### src/rtl/core/msmth_pkg.sv
`timescale 1ns / 1ps

package msmth_pkg;

   // one motion field on the bus (Q10.6 shifts, Q2.13 angle)
   localparam int FIELD_W = 16;
   // trajectory sums wrap at this width
   localparam int CUM_W = 32;
   // x, y, angle
   localparam int LANES = 3;
   // fast-motion limit after reset
   localparam logic [FIELD_W-1:0] THR_RESET = 16'd1920;

endpackage

### src/rtl/core/msmth_gate.sv
`timescale 1ns / 1ps

// Fast-motion test: squared shift magnitude against squared limit.
module msmth_gate import msmth_pkg::*; (
   input  logic                      clock,
   input  logic                      load,
   input  logic signed [FIELD_W-1:0] shift_x,
   input  logic signed [FIELD_W-1:0] shift_y,
   input  logic        [FIELD_W-1:0] threshold,
   output logic                      fast
);

   logic signed [2*FIELD_W-1:0] xsq_in, ysq_in;
   logic signed [2*FIELD_W-1:0] xsq_ff, ysq_ff;
   logic        [2*FIELD_W-1:0] thr_sq_in, thr_sq_ff;
   logic        [2*FIELD_W:0]   mag;

   assign xsq_in    = shift_x * shift_x;
   assign ysq_in    = shift_y * shift_y;
   assign thr_sq_in = threshold * threshold;

   always_ff @(posedge clock) begin
      if (load) begin
         xsq_ff <= xsq_in;
         ysq_ff <= ysq_in;
      end
      thr_sq_ff <= thr_sq_in;
   end

   // squares are never negative, so plain unsigned add
   assign mag  = {1'b0, xsq_ff} + {1'b0, ysq_ff};
   assign fast = mag > {1'b0, thr_sq_ff};

endmodule

### config.mk
export PLATFORM = sky130hd
export DESIGN_NAME = msmth_gate
export DESIGN_NICKNAME = d
export VERILOG_FILES = /design/src/rtl/core/msmth_pkg.sv /design/src/rtl/core/msmth_gate.sv
export SDC_FILE = /design/constraint.sdc
export NUM_CORES = 2
export LEC_CHECK = 0
export BUFFER_PORTS_ARGS = -buffer_cell sky130_fd_sc_hd__buf_4
export CORE_AREA = 4 4 231 233
export CTS_BUF_LIST = sky130_fd_sc_hd__clkbuf_2
export CTS_CLUSTER_SIZE = 40
export DETAILED_ROUTE_END_ITERATION = 10
export DIE_AREA = 0 0 235 237
export PLACE_DENSITY = 0.74
export SYNTH_ARGS = -nofsm -noshare
export SYNTH_HDL_FRONTEND = slang
export SYNTH_SLANG_ARGS = --single-unit
### constraint.sdc
create_clock -name clock -period 9.26 [get_ports clock]
set_input_delay 2.778 -clock clock [delete_from_list [all_inputs] [get_ports clock]]
set_output_delay 2.778 -clock clock [all_outputs]
set_load 0.01 [all_outputs]
Word-level counts from Yosys, hierarchy flattened --
Index checks and enable logic that the tools add are counted.
Operators by class: eq/ne operators 0, divide/modulo/power cells 0, magnitude comparators 1, bitwise logic cells 0, $add $sub $neg 1, shifts and indexed selects 0, reductions and logical operators 0, muxes and demuxes 0, multipliers 3
Operator list (number):
- $mul A16 B16 Y32 | 3
- $add A32 B32 Y33 | 1
- $gt A33 B32 Y1 | 1
Word-level totals: word-level logic and storage cells 8, RAM bits 0, register bits 96, ROM bits 0, memories 0, bits in latches 0, input bits 50, output and inout port bits 1

Logic depth before layout (Yosys ltp) --
depth in word-level cells 2, gate-level depth with buffers 24, gate-level depth less buffers 23

Least setup slack after synthesis --
Ideal clock, no wire load.
path kind input -> register, start point in shift_y[15], end point reg ysq_ff[31], data pin, arrival 8339 ps, required time 9000 ps, library setup time 260 ps, path slack 661 ps, buffers on the path 2, stages on the path 21, cell sequence clkbuf_1 -> clkbuf_1 -> nand2_1 -> fa_1 -> inv_1 -> fa_1 -> fa_1 -> fa_1 -> fa_1 -> inv_1 -> fa_1 -> inv_1 -> ha_1 -> a21o_1 -> a211oi_1 -> o21ai_0 -> inv_1 -> o211ai_1 -> a31o_2 -> a21oi_1 -> xnor2_1
On the way: cells in the longest elaborated chain, start to end 1
RTL lines:
- start, declared | RTL line msmth_gate.sv:8 | input logic signed [FIELD_W-1:0] shift_y,
- $mul A16 B16 Y32 | RTL line msmth_gate.sv:19 | assign ysq_in = shift_y * shift_y;
- net ysq_in[31] | RTL line msmth_gate.sv:13 | logic signed [2*FIELD_W-1:0] xsq_in, ysq_in;
- end signal, assigned | RTL line msmth_gate.sv:25 | ysq_ff <= ysq_in;
- end, declared | RTL line msmth_gate.sv:14 | logic signed [2*FIELD_W-1:0] xsq_ff, ysq_ff;
The timed path passes the listed nets, and every way through them passes these cells. A chain may end at the register's enable or synchronous reset.

Final worst setup path --
start point in shift_x[3], end point reg xsq_ff[30], data pin
On the way: cells in the longest elaborated chain, start to end 1
RTL lines:
- start, declared | RTL line msmth_gate.sv:7 | input logic signed [FIELD_W-1:0] shift_x,
- $mul A16 B16 Y32 | RTL line msmth_gate.sv:18 | assign xsq_in = shift_x * shift_x;
- net xsq_in[30] | RTL line msmth_gate.sv:13
- end signal, assigned | RTL line msmth_gate.sv:24 | xsq_ff <= xsq_in;
- end, declared | RTL line msmth_gate.sv:14
The timed path passes the listed nets, and every way through them passes these cells.

==> summary.txt <==
Timing
  – Final hold violations: 0
  – Unrepaired setup endpoints after global routing: false
  – Worst Max-Slew Pin Slew: between 0.8 and 0.9 ns
  – TNS Setup: 0 ns
  – Slew margin rel.: 0.4653
  – Setup violations, final: 0
  – Final Cycle Share: 0.8957
  – Fin. max-slew vios: 0
  – FMAX: around 120 MHz
  – Fin crit period: 8.294 ns

Logic synthesis
  – Area leader, netlist: fa_1
  – Yosys warnings: 0
  – Adder-cell share of the synthesized area: 0.5727
  – Top-area cell type share of the netlist area: 0.4294
  – Syn Nets: 4,187
  – Post-synthesis sequential area ratio: 0.08386
  – Primary FF master, synth: edfxtp_1
  – Simple-Gate Fraction of Synth Area: 0.1050
  – Area contributors post-synth: fa_1 (43%), ha_1 (14%), inv_1 (12%), edfxtp_1 (6.3%), nand2_1 (3.3%)
  – Synthesized instance count: 3,163
  – Count of cell types in the netlist: 61
  – Most frequent cell after synthesis: inv_1
  – Syn avg cell area: 9.359 um2
  – Mux cell area share after synthesis: 0.002113
  – Synth Register Bits: 93
  – List of most frequent post-synthesis cells: inv_1 (909), fa_1 (635), ha_1 (339)
  – Main combinational cell family by area after synthesis: adder cells
  – Cell area after synthesis: 0.02960 mm2
  – Area fraction in compound gates after synthesis: 0.07207
  – Async S/R FF share, synth: 0
  – Post-synth EDFFs: 62
  – Post-Synth XOR/XNOR Area: 0.04083

Min path
  – Worst hold path depth: 1
  – HP Class: input port to flip-flop

Finish
  – Layout cells sized above 1: 0.03091
  – Ant diodes: 0
  – Layout area overhead: 3.927%
  – Number of fill cells in the layout: 4,370
  – Fin nets: 4,189
  – Final core utilization: 0.6009

Flow run
  – Max-cap violations: 0

Run status
  – Outcome: complete, no violations

GRT
  – Wire length of the first global-routing pass: 107,700 um
  – GRT overflow: 0
  – Initial antenna violation count: 0
  – Largest net degree at the start of global routing: 63
  – Vias in the first global route: 22,738
  – Total track usage: 0.2333

Worst setup path
  – Crit Path Class: input port to flip-flop
  – Crit path from: shift_x[3]
  – Startpoint types: input port
  – Last element of the critical path: xsq_ff[30]$_DFFE_PP_
  – Critical path arrival: between 8 and 9 ns
  – Crit path required time: 9.63 ns
  – Crit. End Element: flip-flop
  – Maximum fanout along the worst path: 13

Floorplan
  – Die X: ~240 um
  – I/O pin total: slightly above 50
  – Core area: 0.05120 mm2
  – Die area: ~0.056 mm2
  – Rows: 83
  – Die Y-Extent: around 240 um
  – Starting Density: 0.5782

Detailed routing
  – Post-route DRC: 0
  – Final ANT Viol Nets: 0
  – Initial drt markers: 1,111
  – Pre-antenna DRT Iters: 6
  – Total wire length: 62,120 um
  – Via count: 20,563
  – Drt via density: 5.341
  – Routed wire length per instance: 16.14 um

Clock network
  – CTS buffer count: 9
  – PostCTS Resize Cnt: 0
  – CTS clk-pin slew, worst paths: 0.27 ns
  – CTS tree: done
  – Clock root cell: clkbuf_2
  – CTS max path bufs: 2
  – Clock sink count: 93
  – Setup bufs post-CTS: 0
  – Hold bufs inserted after CTS: 0
  – H-Tree Depth: 3

Placed design
  – PortBufs: 50
  – Placer Congestion: 0.9333
  – HPWL after detailed placement: between 50,000 and 60,000 um
routing by layer:
layer | global-route usage | share of wire
met1 | 0.2977 | 0.40
met2 | 0.4205 | 0.52
met3 | 0.02632 | 0.042
met4 | 0.07018 | 0.034
met5 | 0 | 0
worst min-delay path by stage:
| stage | start | endpoint | slack, ns |
|---|---|---|---|
| 6_report | threshold[0] | thr_sq_ff[0]$_DFF_P_ | 2.37 |
| 5_1_grt | threshold[0] | thr_sq_ff[0]$_DFF_P_ | 2.28 |
| 4_1_cts | threshold[0] | thr_sq_ff[0]$_DFF_P_ | 2.31 |
| 3_5_place_dp | threshold[0] | thr_sq_ff[0]$_DFF_P_ | 3.03 |
| 3_3_place_gp | threshold[0] | thr_sq_ff[0]$_DFF_P_ | 3.03 |
| 2_1_floorplan | threshold[0] | thr_sq_ff[0]$_DFF_P_ | 2.81 |
critical path: stages:
cell	delay [ns]
buf_4	0.17
inv_1	0.25
nor2_1	0.13
fa_1	0.52
inv_1	0.06
fa_1	0.56
fa_1	0.45
fa_1	0.54
inv_1	0.05
fa_1	0.49
fa_1	0.41
ha_1	0.35
a21o_1	0.18
a21o_1	0.17
a21oi_1	0.17
o21ai_0	0.24
a31o_2	0.35
a2111oi_4	0.46
o31ai_1	0.16
xor2_1	0.17
state kept, by name (all words and copies together) (netlist names):
| signal | cells |
|---|---|
| xsq_ff | 31 |
| thr_sq_ff | 31 |
| ysq_ff | 31 |
cells in the final DEF (no fill, tap or decap), types with 4 or more instances in the layout:
| cell | n |
|---|---|
| o31ai_1 | 5 |
| buf_4 | 54 |
| nor2_1 | 137 |
| fa_1 | 635 |
| and2_1 | 121 |
| ha_1 | 339 |
| o211ai_1 | 8 |
| or3_1 | 9 |
| clkbuf_2 | 10 |
| o21ai_0 | 54 |
| nand3_1 | 18 |
| nor3_1 | 31 |
| nand2_1 | 262 |
| and3_1 | 14 |
| inv_1 | 909 |
| nand4_1 | 18 |
| xnor2_1 | 97 |
| nand2b_1 | 18 |
| xor2_1 | 41 |
| mux2i_1 | 4 |
| edfxtp_1 | 62 |
| a21oi_1 | 75 |
| a31o_2 | 10 |
| nor2b_1 | 19 |
| a21o_1 | 56 |
| dfxtp_1 | 31 |
| a31oi_1 | 8 |
| o21a_1 | 17 |
| o21bai_1 | 21 |
| a211oi_1 | 20 |
| a211o_1 | 6 |
| nor4_1 | 5 |
| or2_2 | 9 |
through the flow:
step           setup WS [ns]  hold WS, ns  area [um2]  std cells
4_1_cts                1.029        2.307       30760       3850
2_1_floorplan         0.6614        2.806       29600       3163
5_1_grt               0.6795        2.277       30760       3850
3_5_place_dp          0.3461        3.031       30620       3834
6_report              0.9657        2.372       30760       3850
3_3_place_gp          0.4455        3.033       30620       3834
area by class of cell:
type	count	area (um2)	area share
Multi-Input combinational cell	2097	23470	0.7628
Inverter	910	3416	0.1110
Sequential cell	93	2482	0.08069
Tap cell	680	850.8	0.02766
Timing Repair Buffer	54	405.4	0.01318
Clock inverter	6	92.59	0.003010
Clock buffer	10	50.05	0.001627
logic make-up after synthesis:
family / Yosys count
compound gates: 314
xor+xnor: 138
fa+ha+maj: 974
buf+inv: 973
flops: 93
mux: 6
simple gates: 665
Power is not shown: default switching activity piles up to over one toggle a cycle in this logic, so the estimate is an artifact.
