[config.mk]
export PLATFORM = sky130hd
export DESIGN_NAME = msmth_div
export DESIGN_NICKNAME = d
export VERILOG_FILES = /design/src/rtl/core/msmth_pkg.sv /design/src/rtl/core/msmth_div.sv
export SDC_FILE = /design/constraint.sdc
export NUM_CORES = 1
export LEC_CHECK = 0
export BUFFER_PORTS_ARGS = -buffer_cell sky130_fd_sc_hd__buf_2
export CAP_MARGIN = 20
export CELL_PAD_IN_SITES_DETAIL_PLACEMENT = 0
export CELL_PAD_IN_SITES_GLOBAL_PLACEMENT = 1
export CORE_MARGIN = 2
export CORE_UTILIZATION = 46
export DETAILED_ROUTE_END_ITERATION = 7
export HOLD_SLACK_MARGIN = 0.15
export PLACE_DENSITY_LB_ADDON = 0.1
export SLEW_MARGIN = 20
export SYNTH_ARGS = -nofsm -noshare
export SYNTH_HDL_FRONTEND = slang
export SYNTH_SLANG_ARGS = --single-unit
[constraint.sdc]
create_clock -name clock -period 5.75 [get_ports clock]
set_input_delay 0.2875 -clock clock [delete_from_list [all_inputs] [get_ports clock]]
set_output_delay 0.2875 -clock clock [all_outputs]
set_load 0.02 [all_outputs]
[src/rtl/core/msmth_pkg.sv]
`timescale 1ns / 1ps

package msmth_pkg;

   // one motion field on the bus (Q10.6 shifts, Q2.13 angle)
   localparam int FIELD_W = 16;
   // trajectory sums wrap at this width
   localparam int CUM_W = 32;
   // x, y, angle
   localparam int LANES = 3;
   // fast-motion limit after reset
   localparam logic [FIELD_W-1:0] THR_RESET = 16'd1920;

endpackage

[src/rtl/core/msmth_div.sv]
`timescale 1ns / 1ps

// Three-lane restoring divider, one quotient bit per cycle.
// Rounds to nearest, ties away from zero.
module msmth_div import msmth_pkg::*; #(
   parameter int SUM_W = 38,
   parameter int CNT_W = 6
) (
   input  logic                    clock,
   input  logic                    reset,
   input  logic                    start,
   input  logic        [CNT_W-1:0] cnt,
   input  logic signed [SUM_W-1:0] sum  [LANES],
   output logic                    done,
   output logic signed [SUM_W:0]   quot [LANES]
);

   localparam int STEP_W = $clog2(SUM_W);

   logic                    busy_in, busy_ff;
   logic                    done_in, done_ff;
   logic [STEP_W-1:0]       step_in, step_ff;
   logic [CNT_W-1:0]        div_in, div_ff;
   logic [SUM_W-1:0]        mag_in [LANES];
   logic [SUM_W-1:0]        mag_ff [LANES];
   logic [CNT_W-1:0]        rem_in [LANES];
   logic [CNT_W-1:0]        rem_ff [LANES];
   logic                    neg_in [LANES];
   logic                    neg_ff [LANES];
   logic signed [SUM_W:0]   quot_in [LANES];
   logic signed [SUM_W:0]   quot_ff [LANES];
   logic [SUM_W-1:0]        abs_v [LANES];
   logic [CNT_W:0]          trial [LANES];
   logic [CNT_W:0]          diff_v [LANES];
   logic                    ge [LANES];

   always_comb begin
      busy_in = busy_ff;
      done_in = 1'b0;
      step_in = step_ff;
      div_in  = div_ff;
      for (int l = 0; l < LANES; l++) begin
         mag_in[l]  = mag_ff[l];
         rem_in[l]  = rem_ff[l];
         neg_in[l]  = neg_ff[l];
         quot_in[l] = quot_ff[l];
         abs_v[l]   = sum[l][SUM_W-1] ? SUM_W'(-sum[l]) : SUM_W'(sum[l]);
         trial[l]   = {rem_ff[l], mag_ff[l][SUM_W-1]};
         diff_v[l]  = trial[l] - {1'b0, div_ff};
         ge[l]      = trial[l] >= {1'b0, div_ff};
      end
      if (start) begin
         busy_in = 1'b1;
         step_in = '0;
         div_in  = cnt;
         for (int l = 0; l < LANES; l++) begin
            neg_in[l] = sum[l][SUM_W-1];
            // half the divisor in front gives round-to-nearest
            mag_in[l] = abs_v[l] + SUM_W'(cnt >> 1);
            rem_in[l] = '0;
         end
      end else if (busy_ff) begin
         step_in = step_ff + 1'b1;
         for (int l = 0; l < LANES; l++) begin
            rem_in[l] = ge[l] ? diff_v[l][CNT_W-1:0] : trial[l][CNT_W-1:0];
            mag_in[l] = {mag_ff[l][SUM_W-2:0], ge[l]};
         end
         if (step_ff == STEP_W'(SUM_W - 1)) begin
            busy_in = 1'b0;
            done_in = 1'b1;
            for (int l = 0; l < LANES; l++) begin
               quot_in[l] = neg_ff[l] ? -$signed({1'b0, mag_in[l]})
                                      : $signed({1'b0, mag_in[l]});
            end
         end
      end
   end

   always_ff @(posedge clock) begin
      if (reset) begin
         busy_ff <= 1'b0;
         done_ff <= 1'b0;
         step_ff <= '0;
      end else begin
         busy_ff <= busy_in;
         done_ff <= done_in;
         step_ff <= step_in;
      end
      div_ff <= div_in;
      for (int l = 0; l < LANES; l++) begin
         mag_ff[l]  <= mag_in[l];
         rem_ff[l]  <= rem_in[l];
         neg_ff[l]  <= neg_in[l];
         quot_ff[l] <= quot_in[l];
      end
   end

   assign done = done_ff;
   assign quot = quot_ff;

endmodule

== Yosys cells after proc, flatten, opt, wreduce, memory -nomap -nowiden ==
Memory sizes are Yosys's and may differ from the RTL's.
Index checks and enable logic that the tools add are counted.

* Register bits after elaboration: 131
* Latch bits: 0
* RAM bits: 135
* ROM bits: 0
* Input port bits: 123
* Output and inout port bits: 118
* Logic and storage cells: 53
* Memories kept: 3

{| class="wikitable"
|+ Memory list
! memory !! words !! width !! rd ports !! clocked after memory_dff !! write ports !! RTL line !! source
|-
| mag_ff || 3 || 38 || 3 || 0 || 3 || msmth_div.sv:25 || <nowiki>logic [SUM_W-1:0] mag_ff [LANES];</nowiki>
|-
| rem_ff || 3 || 6 || 3 || 0 || 3 || msmth_div.sv:27 || <nowiki>logic [CNT_W-1:0] rem_ff [LANES];</nowiki>
|-
| neg_ff || 3 || 1 || 3 || 0 || 3 || msmth_div.sv:29 || <nowiki>logic neg_ff [LANES];</nowiki>
|}

* $add $sub $neg: 13
* Multiply operators: 0
* Div/mod/pow operators: 0
* Order comparisons: 3
* Equality and inequality tests: 1
* Shift-type cells: 0
* Mux-type cells: 18
* Bitwise operators: 2
* Reductions and logical operators: 3

{| class="wikitable"
|+ Operators with widths
! cell !! count
|-
| $mux 114 || 2
|-
| $mux 38 || 6
|-
| $neg 38->39 || 3
|-
| $add 38x5->38 || 3
|-
| $neg 38->38 || 3
|-
| $mux 18 || 2
|-
| $ge 7x6->1 || 3
|-
| $mux 6 || 3
|-
| $sub 6x6->6 || 3
|-
| $add 6x1->6 const B || 1
|-
| $eq 6x6->1 const B || 1
|-
| $mux 1 || 4
|-
| $mux 3 || 1
|-
| $reduce_and 3->1 || 1
|-
| $reduce_or 3->1 || 1
|-
| $not 1->1 || 2
|-
| $reduce_or 2->1 || 1
|}

== Depth between registers and ports, before layout ==
Gate-level depths: netlist (run 1).

* Depth in word-level cells: 4
* Depth in mapped cells: 17
* Gate-level depth less buffers: 17

== Worst setup path before layout (run 1) ==
Ideal clock, no wire load.

* Path type: register to register
* From: register div_ff[1]
* To: register quot_ff (netlist bit quot[114]), data pin
* Setup time: 0.262 ns
* Arrival: 4.220 ns
* Data required time: 5.488 ns
* Setup slack: 1.268 ns
* Stages on the path, launching flop included: 18
* Path buffers: 0
* Period minus slack after synthesis: 4.482 ns
* Path through: edfxtp_1 > inv_1 > ha_1 > nor2b_1 > o21ai_0 > a21boi_0 > o21a_1 > o21ai_0 > nand2_1 > inv_1 > ha_1 > nand3b_1 > or4_1 > or3_1 > or4_1 > or3_1 > o31ai_1 > xnor2_1

{| class="wikitable"
|+ RTL lines
! item !! RTL line !! source
|-
| from (decl) || msmth_div.sv:23 || <nowiki>logic [CNT_W-1:0] div_in, div_ff;</nowiki>
|-
| from (signal assigned) || msmth_div.sv:89 || <nowiki>div_ff <= div_in;</nowiki>
|-
| to (signal, indexed assignment) || msmth_div.sv:94 || <nowiki>quot_ff[l] <= quot_in[l];</nowiki>
|-
| to (decl) || msmth_div.sv:31 || <nowiki>logic signed [SUM_W:0] quot_ff [LANES];</nowiki>
|}

==> summary.md, run 1 <==
| Metric | Value |
|---|---|
| Root buf cell | clkbuf_16 |
| Initial antenna violation count | 0 |
| Share of post-route cells with drive strength above 1 | 19.9% |
| Yosys Warn Count | 0 |
| Clk pin slew, worst setup/hold paths | 0.06 ns |
| Status | finished, final reports clean |
| Sequential Power Share | 44.1% |
| CTS Hold Buffers Added | 8 |
| Most common flop cell mapped by yosys | edfxtp_1 |
| Die H | 209 um |
| CP Max Fanout | 7 |
| Endpoint class of the critical path | flip-flop |
| CP startpoint kind | flip-flop |
| Post-synthesis register bit count | 266 |
| Ys async rst share | 0% |
| Maxcap violations | 0 |
| Critical path's slowest cell | or4_1 |
| Core area | 0.0417 mm^2 |
| Top Ports | 241 |
| # H-tree levels | 1 |
| Tightest Pin Transition | 1.05 ns |
| Switch share | 28.7% |
| VDD IR max | 188 uV |
| Design area | 0.0221 mm^2 |
| Nets | 2337 |
| Pwr Density | 256 mW/mm^2 |
| Distinct cells, synth | 96 |
| Residual DRC | 0 |
| Drt wl/cell | 19.9 um |
| Fill cells | 3883 |
| Row count | 75 |
| Via count | 16200 |
| Internal power | 4020 uW |
| Port Buf Inserts | 240 |
| Area post-placement | 0.0209 mm^2 |
| Worst setup margin | 0.818 ns |
| Syn Area/Cell | 9.81 um^2 |
| CTS tree | done |
| Post-synth EDFFs | 240 |
| Die ar. | 0.0436 mm^2 |
| Worst skew pair latency | 0.57 ns |
| Worst slack, placed | 0.846 ns |
| Slew Limit Fails | 0 |
| Initial Utilization | 46.4% |
| Dpl cells | 2664 |
| TNS Setup | 0 ns |
| Slew HR | 30.0% |
| Initial DRT Pass Iterations | 5 |
| Grt ovf | 0 |
| Register area share after synthesis | 40.0% |
| Syn Inst Count | 1969 |
| CP required | 6.07 ns |
| Post-CTS Setup Bufs | 0 |
| Initial DRC count | 1142 |
| Global placer's final weighted congestion | 0.881 |
| Clk sinks | 266 |
| Final wirelength | 54.3 mm |
| Clock network power share | 34.8% |
| Syn Nets | 2139 |
| Sw Pwr | 1610 uW |
| Crit path arrival time | 5.25 ns |
| Synthesized area | 0.0193 mm^2 |
| Worst Hold Class | input pin to flip-flop |
| LEAKAGE | 0.00756 uW |
| Final Hold Viols | 0 |
| Non-Filler Instances | 2731 |
| RSZ-0062 raised after global routing | no |
| Detailed Place HPWL | 41.2 mm |
| Logic pwr share | 21.0% |
| Worst Path Buf+Inv | 2 |
| Inserted Clock Buffers | 30 |
| Largest net degree at the start of global routing | 86 |
| Final hold slack | 0.183 ns |
| Clock Skews | 0.0106 ns |
| Max Root-Sink Buffers | 3 |
| Critical Path, Cell by Cell | inv_1 -> ha_1 -> nor2b_1 -> o21ai_0 -> a21boi_0 -> o21a_1 -> o21ai_0 -> nand2_1 -> inv_1 -> ha_1 -> nand3b_1 -> or4_1 -> or3_1 -> or4_1 -> or3_1 -> o31ai_1 -> xnor2_1 |
| Period utilization | 85.8% |
| CP peak stage delay | 0.51 ns |
| Fmax achieved | 203 MHz |
| First-pass GRT wire length | 84.7 mm |
| PostCTS Resize Cnt | 0 |
| Final setup viols | 0 |
| Vias in the first global route | 15000 |
| Total track usage | 24.2% |
| Antenna viol nets, final | 0 |
| Post-layout minimum cycle time | 4.93 ns |
| Vias per cell | 5.93 |
| Die W | 209 um |
| CP delay by family, top | simple AND/OR/NAND/NOR gates |
| Worst setup path class | flip-flop to flip-flop |
| Synthesis-to-finish area growth | 14.2% |
[Yosys cell counts, types with 10 or more instances]
cell / n / area (um^2)
ha_1: 41 / 513
a21o_1: 10 / 75.1
o21ai_0: 106 / 531
a31o_2: 11 / 96.3
nor3_1: 53 / 265
o21a_1: 19 / 143
nor2b_1: 27 / 169
and3_1: 15 / 93.8
a21oi_1: 42 / 210
o41ai_1: 43 / 377
mux2i_1: 11 / 110
a41oi_1: 10 / 87.6
edfxtp_1: 240 / 7210
inv_1: 51 / 191
nand2_1: 139 / 522
nor2_1: 109 / 409
nand3b_1: 10 / 75.1
nand4_1: 32 / 200
and2_1: 12 / 75.1
clkbuf_1: 87 / 327
nor4_1: 43 / 269
dfxtp_1: 26 / 521
or3_1: 50 / 313
nand3_1: 55 / 275
xnor2_1: 211 / 1850
mux2_2: 55 / 619
a211oi_1: 23 / 173
o31ai_1: 85 / 638
or4_1: 28 / 210
nand2b_1: 27 / 169
xor2_1: 65 / 569
or2_2: 23 / 144
a31oi_1: 15 / 93.8
[flip-flops by register name (all words and copies together), names as in the netlist]
register,cells
step_ff,6
done,1
div_ff,6
rem_ff,18
mag_ff,114
neg_ff,3
quot,117
busy_ff,1
[tightest hold or removal path, delay by kind of cell]
family / cells / cell delay [ns]
XOR/XNOR: 1 / 0.08
buffers and inverters: 1 / 0.14
AO/OA/AOI/OAI: 1 / 0.12
[layout make-up]
cell class | count | area, um^2 | share of cell area, %
repair buffers | 272 | 1480 | 6.69
flip-flops and latches | 266 | 7730 | 35.0
well taps | 539 | 674 | 3.06
multi-input cells | 1543 | 11000 | 49.7
diodes | 1 | 2.50 | 0.0113
clock buffers | 45 | 908 | 4.12
clock inverters | 11 | 108 | 0.488
inverters | 54 | 205 | 0.931
[cells by family (layout without fill, tap and decap cells)]
family          count (synthesis)  after routing  share of synthesized area (%)
simple gates                  692            692                           20.2
compound gates                462            462                           17.0
xor+xnor                      276            276                           12.5
flops                         266            266                           40.0
buf+inv                       160            382                           3.32
mux                            66             66                           3.78
fa+ha+maj                      47             47                           3.28
other cells                     0              1                              0
[layout by cell type (no fill, tap or decap), drive strengths merged, types with 11 or more instances in the layout]
master    n
nor2    109
o21ai   110
a211oi   24
edfxtp  240
clkbuf   45
nand3    56
nor4     49
mux2     55
xnor2   211
nand2   139
a31oi    15
o41ai    44
a21oi    42
ha       41
mux2i    11
and2     12
or4      30
or2      29
dfxtp    26
nor2b    27
and3     15
o21a     19
buf     264
nand2b   27
a31o     13
or3      51
inv      52
o31ai    86
nor3     56
nand4    34
xor2     65
clkinv   11
[routing by layer]
layer	track usage (%)	vias to the layer above	part of all wire, %
met1	36.3	7766	49
met2	37.4	469	44
li1	-	7914	-
met3	2.48	55	5.3
met5	0	-	0
met4	5.84	0	1.8
[final timing paths]
| check | from | endpoint | slack, ns | cells past startpoint |
|---|---|---|---|---|
| worst max register to register | div_ff[1]$_DFFE_PP_ | quot[114]$_DFFE_PP_ | 0.82 | 17 |
| worst min register to register | rem_ff[0][17]$_SDFFE_PP0P_ | rem_ff[0][17]$_SDFFE_PP0P_ | 0.46 | 2 |
| worst min-delay path | sum[82] | mag_ff[0][6]$_DFFE_PP_ | 0.18 | 3 |
| worst max-delay path | div_ff[1]$_DFFE_PP_ | quot[114]$_DFFE_PP_ | 0.82 | 17 |
[power by group through the flow]
stage | Sequential (uW) | Clock, uW | Combinational [uW]
6_report | 2490 | 1960 | 1180
5_1_grt | 2510 | 2070 | 1320
4_1_cts | 2490 | 2000 | 1170
2_1_floorplan | 2470 | 0 | 868
3_5_place_dp | 2530 | 0 | 1160
3_3_place_gp | 2530 | 0 | 1150
[metrics by stage]
step / utilization [%] / power [uW]
finish: 52.9 / 5640
global route: 52.9 / 5890
CTS: 52.9 / 5660
detailed placement: 50.2 / 3700
global placement: 50.2 / 3680
floorplan: - / 3340
No activity file was read; power rests on OpenSTA's default activity.
==> run 2, diff against run 1 <==
- CTS_BUF_LIST: not set -> sky130_fd_sc_hd__clkbuf_16
- SKIP_CTS_REPAIR_TIMING: not set -> 1
==> run 2 against run 1 <==
Effect of this change: count of clock-buffer cells in the layout fell by 14; critical path depth did not move; non-clock buffer count did not move; cell area fell by 0.36%; maximum frequency fell by 0.33%; global-route usage barely moved; clock skew rose by 0.0034 ns; worst hold slack improved by 0.0039 ns.
==> summary.md, run 2 (synthesis gave the netlist of run 1 again) <==
| Metric | Value |
|---|---|
| TNS Setup | 0 ns (unchanged) |
| Slew HR | 30.0% (about the same) |
| Non-Filler Instances | 2731 (unchanged) |
| Post-layout minimum cycle time | 4.95 ns (was 4.93 ns) |
| Final wirelength | 54.5 mm (was 54.3 mm) |
| Met2 GRT Util | 37.4% (about the same) |
| Commonest non-fill, non-tap cell in the layout | edfxtp_1 (unchanged) |
| Initial antenna violation count | 0 (unchanged) |
| RSZ-0062 raised after global routing | no (unchanged) |
| Clk pin slew, worst setup/hold paths | 0.06 ns (about the same) |
| Status | finished, final reports clean (unchanged) |
| Design area | 0.0220 mm^2 (was 0.0221 mm^2) |
| Clock Skews | 0.0140 ns (was 0.0106 ns) |
| Detailed Place HPWL | 41.2 mm (unchanged) |
| Final hold slack | 0.187 ns (was 0.183 ns) |
| LEAKAGE | 0.00753 uW (was 0.00756 uW) |
| Final setup viols | 0 (unchanged) |
| Met3 Usage GRT | 2.51% (was 2.48%) |
| CP Max Fanout | 7 (unchanged) |
| Worst skew pair latency | 0.57 ns (about the same) |
| Vias in the first global route | 15000 (about the same) |
| Area post-placement | 0.0209 mm^2 (unchanged) |
| Share of post-route cells with drive strength above 1 | 19.5% (was 19.9%) |
| Residual DRC | 0 (unchanged) |
| Row count | 75 (unchanged) |
| Worst setup path class | flip-flop to flip-flop (unchanged) |
| Initial DRC count | 1271 (was 1142) |
| Finished Core Util | 52.7% (was 52.9%) |
| CP peak stage delay | 0.51 ns (about the same) |
| Nets | 2337 (unchanged) |
| Max Root-Sink Buffers | 3 (unchanged) |
| Via count | 16300 (was 16200) |
| Total track usage | 24.2% (about the same) |
| Root buf cell | clkbuf_16 (unchanged) |
| Period utilization | 86.1% (was 85.8%) |
| Grt peak-use layer | met2 (unchanged) |
| Die ar. | 0.0436 mm^2 (unchanged) |
| CP delay by family, top | simple AND/OR/NAND/NOR gates (unchanged) |
| Critical Path, Cell by Cell | inv_1 -> ha_1 -> nor2b_1 -> o21ai_0 -> a21boi_0 -> o21a_1 -> o21ai_0 -> nand2_1 -> inv_1 -> ha_1 -> nand3b_1 -> or4_1 -> or3_1 -> or4_1 -> or3_1 -> o31ai_1 -> xnor2_1 (unchanged) |
| Pwr Density | 251 mW/mm^2 (was 256 mW/mm^2) |
| Die W | 209 um (unchanged) |
| Critical path's slowest cell | or4_1 (unchanged) |
| CP required | 6.07 ns (about the same) |
| Slew Limit Fails | 0 (unchanged) |
| Inserted Clock Buffers | 30 (unchanged) |
| Initial Utilization | 46.4% (unchanged) |
| Crit path arrival time | 5.27 ns (was 5.25 ns) |
| Fmax achieved | 202 MHz (was 203 MHz) |
| Grt ovf | 0 (unchanged) |
| Antenna viol nets, final | 0 (unchanged) |
| Fill cells | 3903 (was 3883) |
| CTS tree | done (unchanged) |
| Worst Hold Class | input pin to flip-flop (unchanged) |
| Drt wl/cell | 20.0 um (was 19.9 um) |
| VDD IR max | 187 uV (was 188 uV) |
| Initial DRT Pass Iterations | 5 (unchanged) |
| # H-tree levels | 1 (unchanged) |
| Final Hold Viols | 0 (unchanged) |
| Dpl cells | 2664 (unchanged) |
| Tightest Pin Transition | 1.05 ns (about the same) |
| Met1 global-route usage | 36.3% (about the same) |
| Vias per cell | 5.97 (was 5.93) |
| Max reg flops | 117 (unchanged) |
| Worst Path Buf+Inv | 2 (unchanged) |
| CP startpoint kind | flip-flop (unchanged) |
| Commonest cells after routing, fill and taps aside | 240 x edfxtp_1, 239 x buf_2, 211 x xnor2_1, 139 x nand2_1, 109 x nor2_1 (unchanged) |
| Maxcap violations | 0 (unchanged) |
| Core area | 0.0417 mm^2 (unchanged) |
| Die H | 209 um (unchanged) |
| Global placer's final weighted congestion | 0.881 (unchanged) |
| Clk sinks | 266 (unchanged) |
| Synthesis-to-finish area growth | 13.7% (was 14.2%) |
| Largest net degree at the start of global routing | 86 (unchanged) |
| Port Buf Inserts | 240 (unchanged) |
| Top Ports | 241 (unchanged) |
| Endpoint class of the critical path | flip-flop (unchanged) |
| First-pass GRT wire length | 84.7 mm (unchanged) |
## run 2: changes by cell type in the layout (fill, tap and decap cells not counted)
cell	before	now
clkinv_1	3	11
clkbuf_8	8	0
inv_1	50	56
clkbuf_1	6	0
## run 2: power by group
part           internal (uW)  switching [uW]
registers               2330             161
clock network           1060             787
logic                    520             666
total                   3900            1610
## run 2: worst paths after layout
kind                                   start                    endpoint  slack (ns)  depth (start not counted)
setup / recovery         div_ff[1]$_DFFE_PP_         quot[114]$_DFFE_PP_        0.80                         17
hold / removal                       sum[82]      mag_ff[0][6]$_DFFE_PP_        0.19                          3
setup reg to reg         div_ff[1]$_DFFE_PP_         quot[114]$_DFFE_PP_        0.80                         17
hold reg to reg   rem_ff[0][17]$_SDFFE_PP0P_  rem_ff[0][17]$_SDFFE_PP0P_        0.46                          2
## run 2: final cells by class
cell class | count | area, um^2 | share of cell area, %
clock inverter | 25 | 160 | 0.729
tap | 539 | 674 | 3.07
clock buffer | 31 | 776 | 3.53
sequential | 266 | 7730 | 35.2
multi-input combinational | 1543 | 11000 | 49.8
antenna | 1 | 2.50 | 0.0114
timing repair buffer | 272 | 1480 | 6.71
inverter | 54 | 205 | 0.934
## run 2: through the flow
stage | power, uW | setup WS (ns)
after CTS | 5540 | 0.818
after global placement | 3680 | 0.914
final | 5520 | 0.802
after detailed placement | 3700 | 0.846
after floorplan | 3340 | 1.27
after global routing | 5770 | 0.442
## run 2: routing by layer
layer  wire, um  part of all wire, %  vias up
met5          0                    0        -
met4        968                  1.8        0
met3       3070                  5.6       56
met2      24100                   44      480
met1      26300                   48     7859
li1           -                    -     7916
## run 2: worst min-delay path, delay by kind of cell
kind	cells	cell delay (ns)
XOR/XNOR	1	0.08
AO/OA/AOI/OAI	1	0.12
buffers and inverters	1	0.14
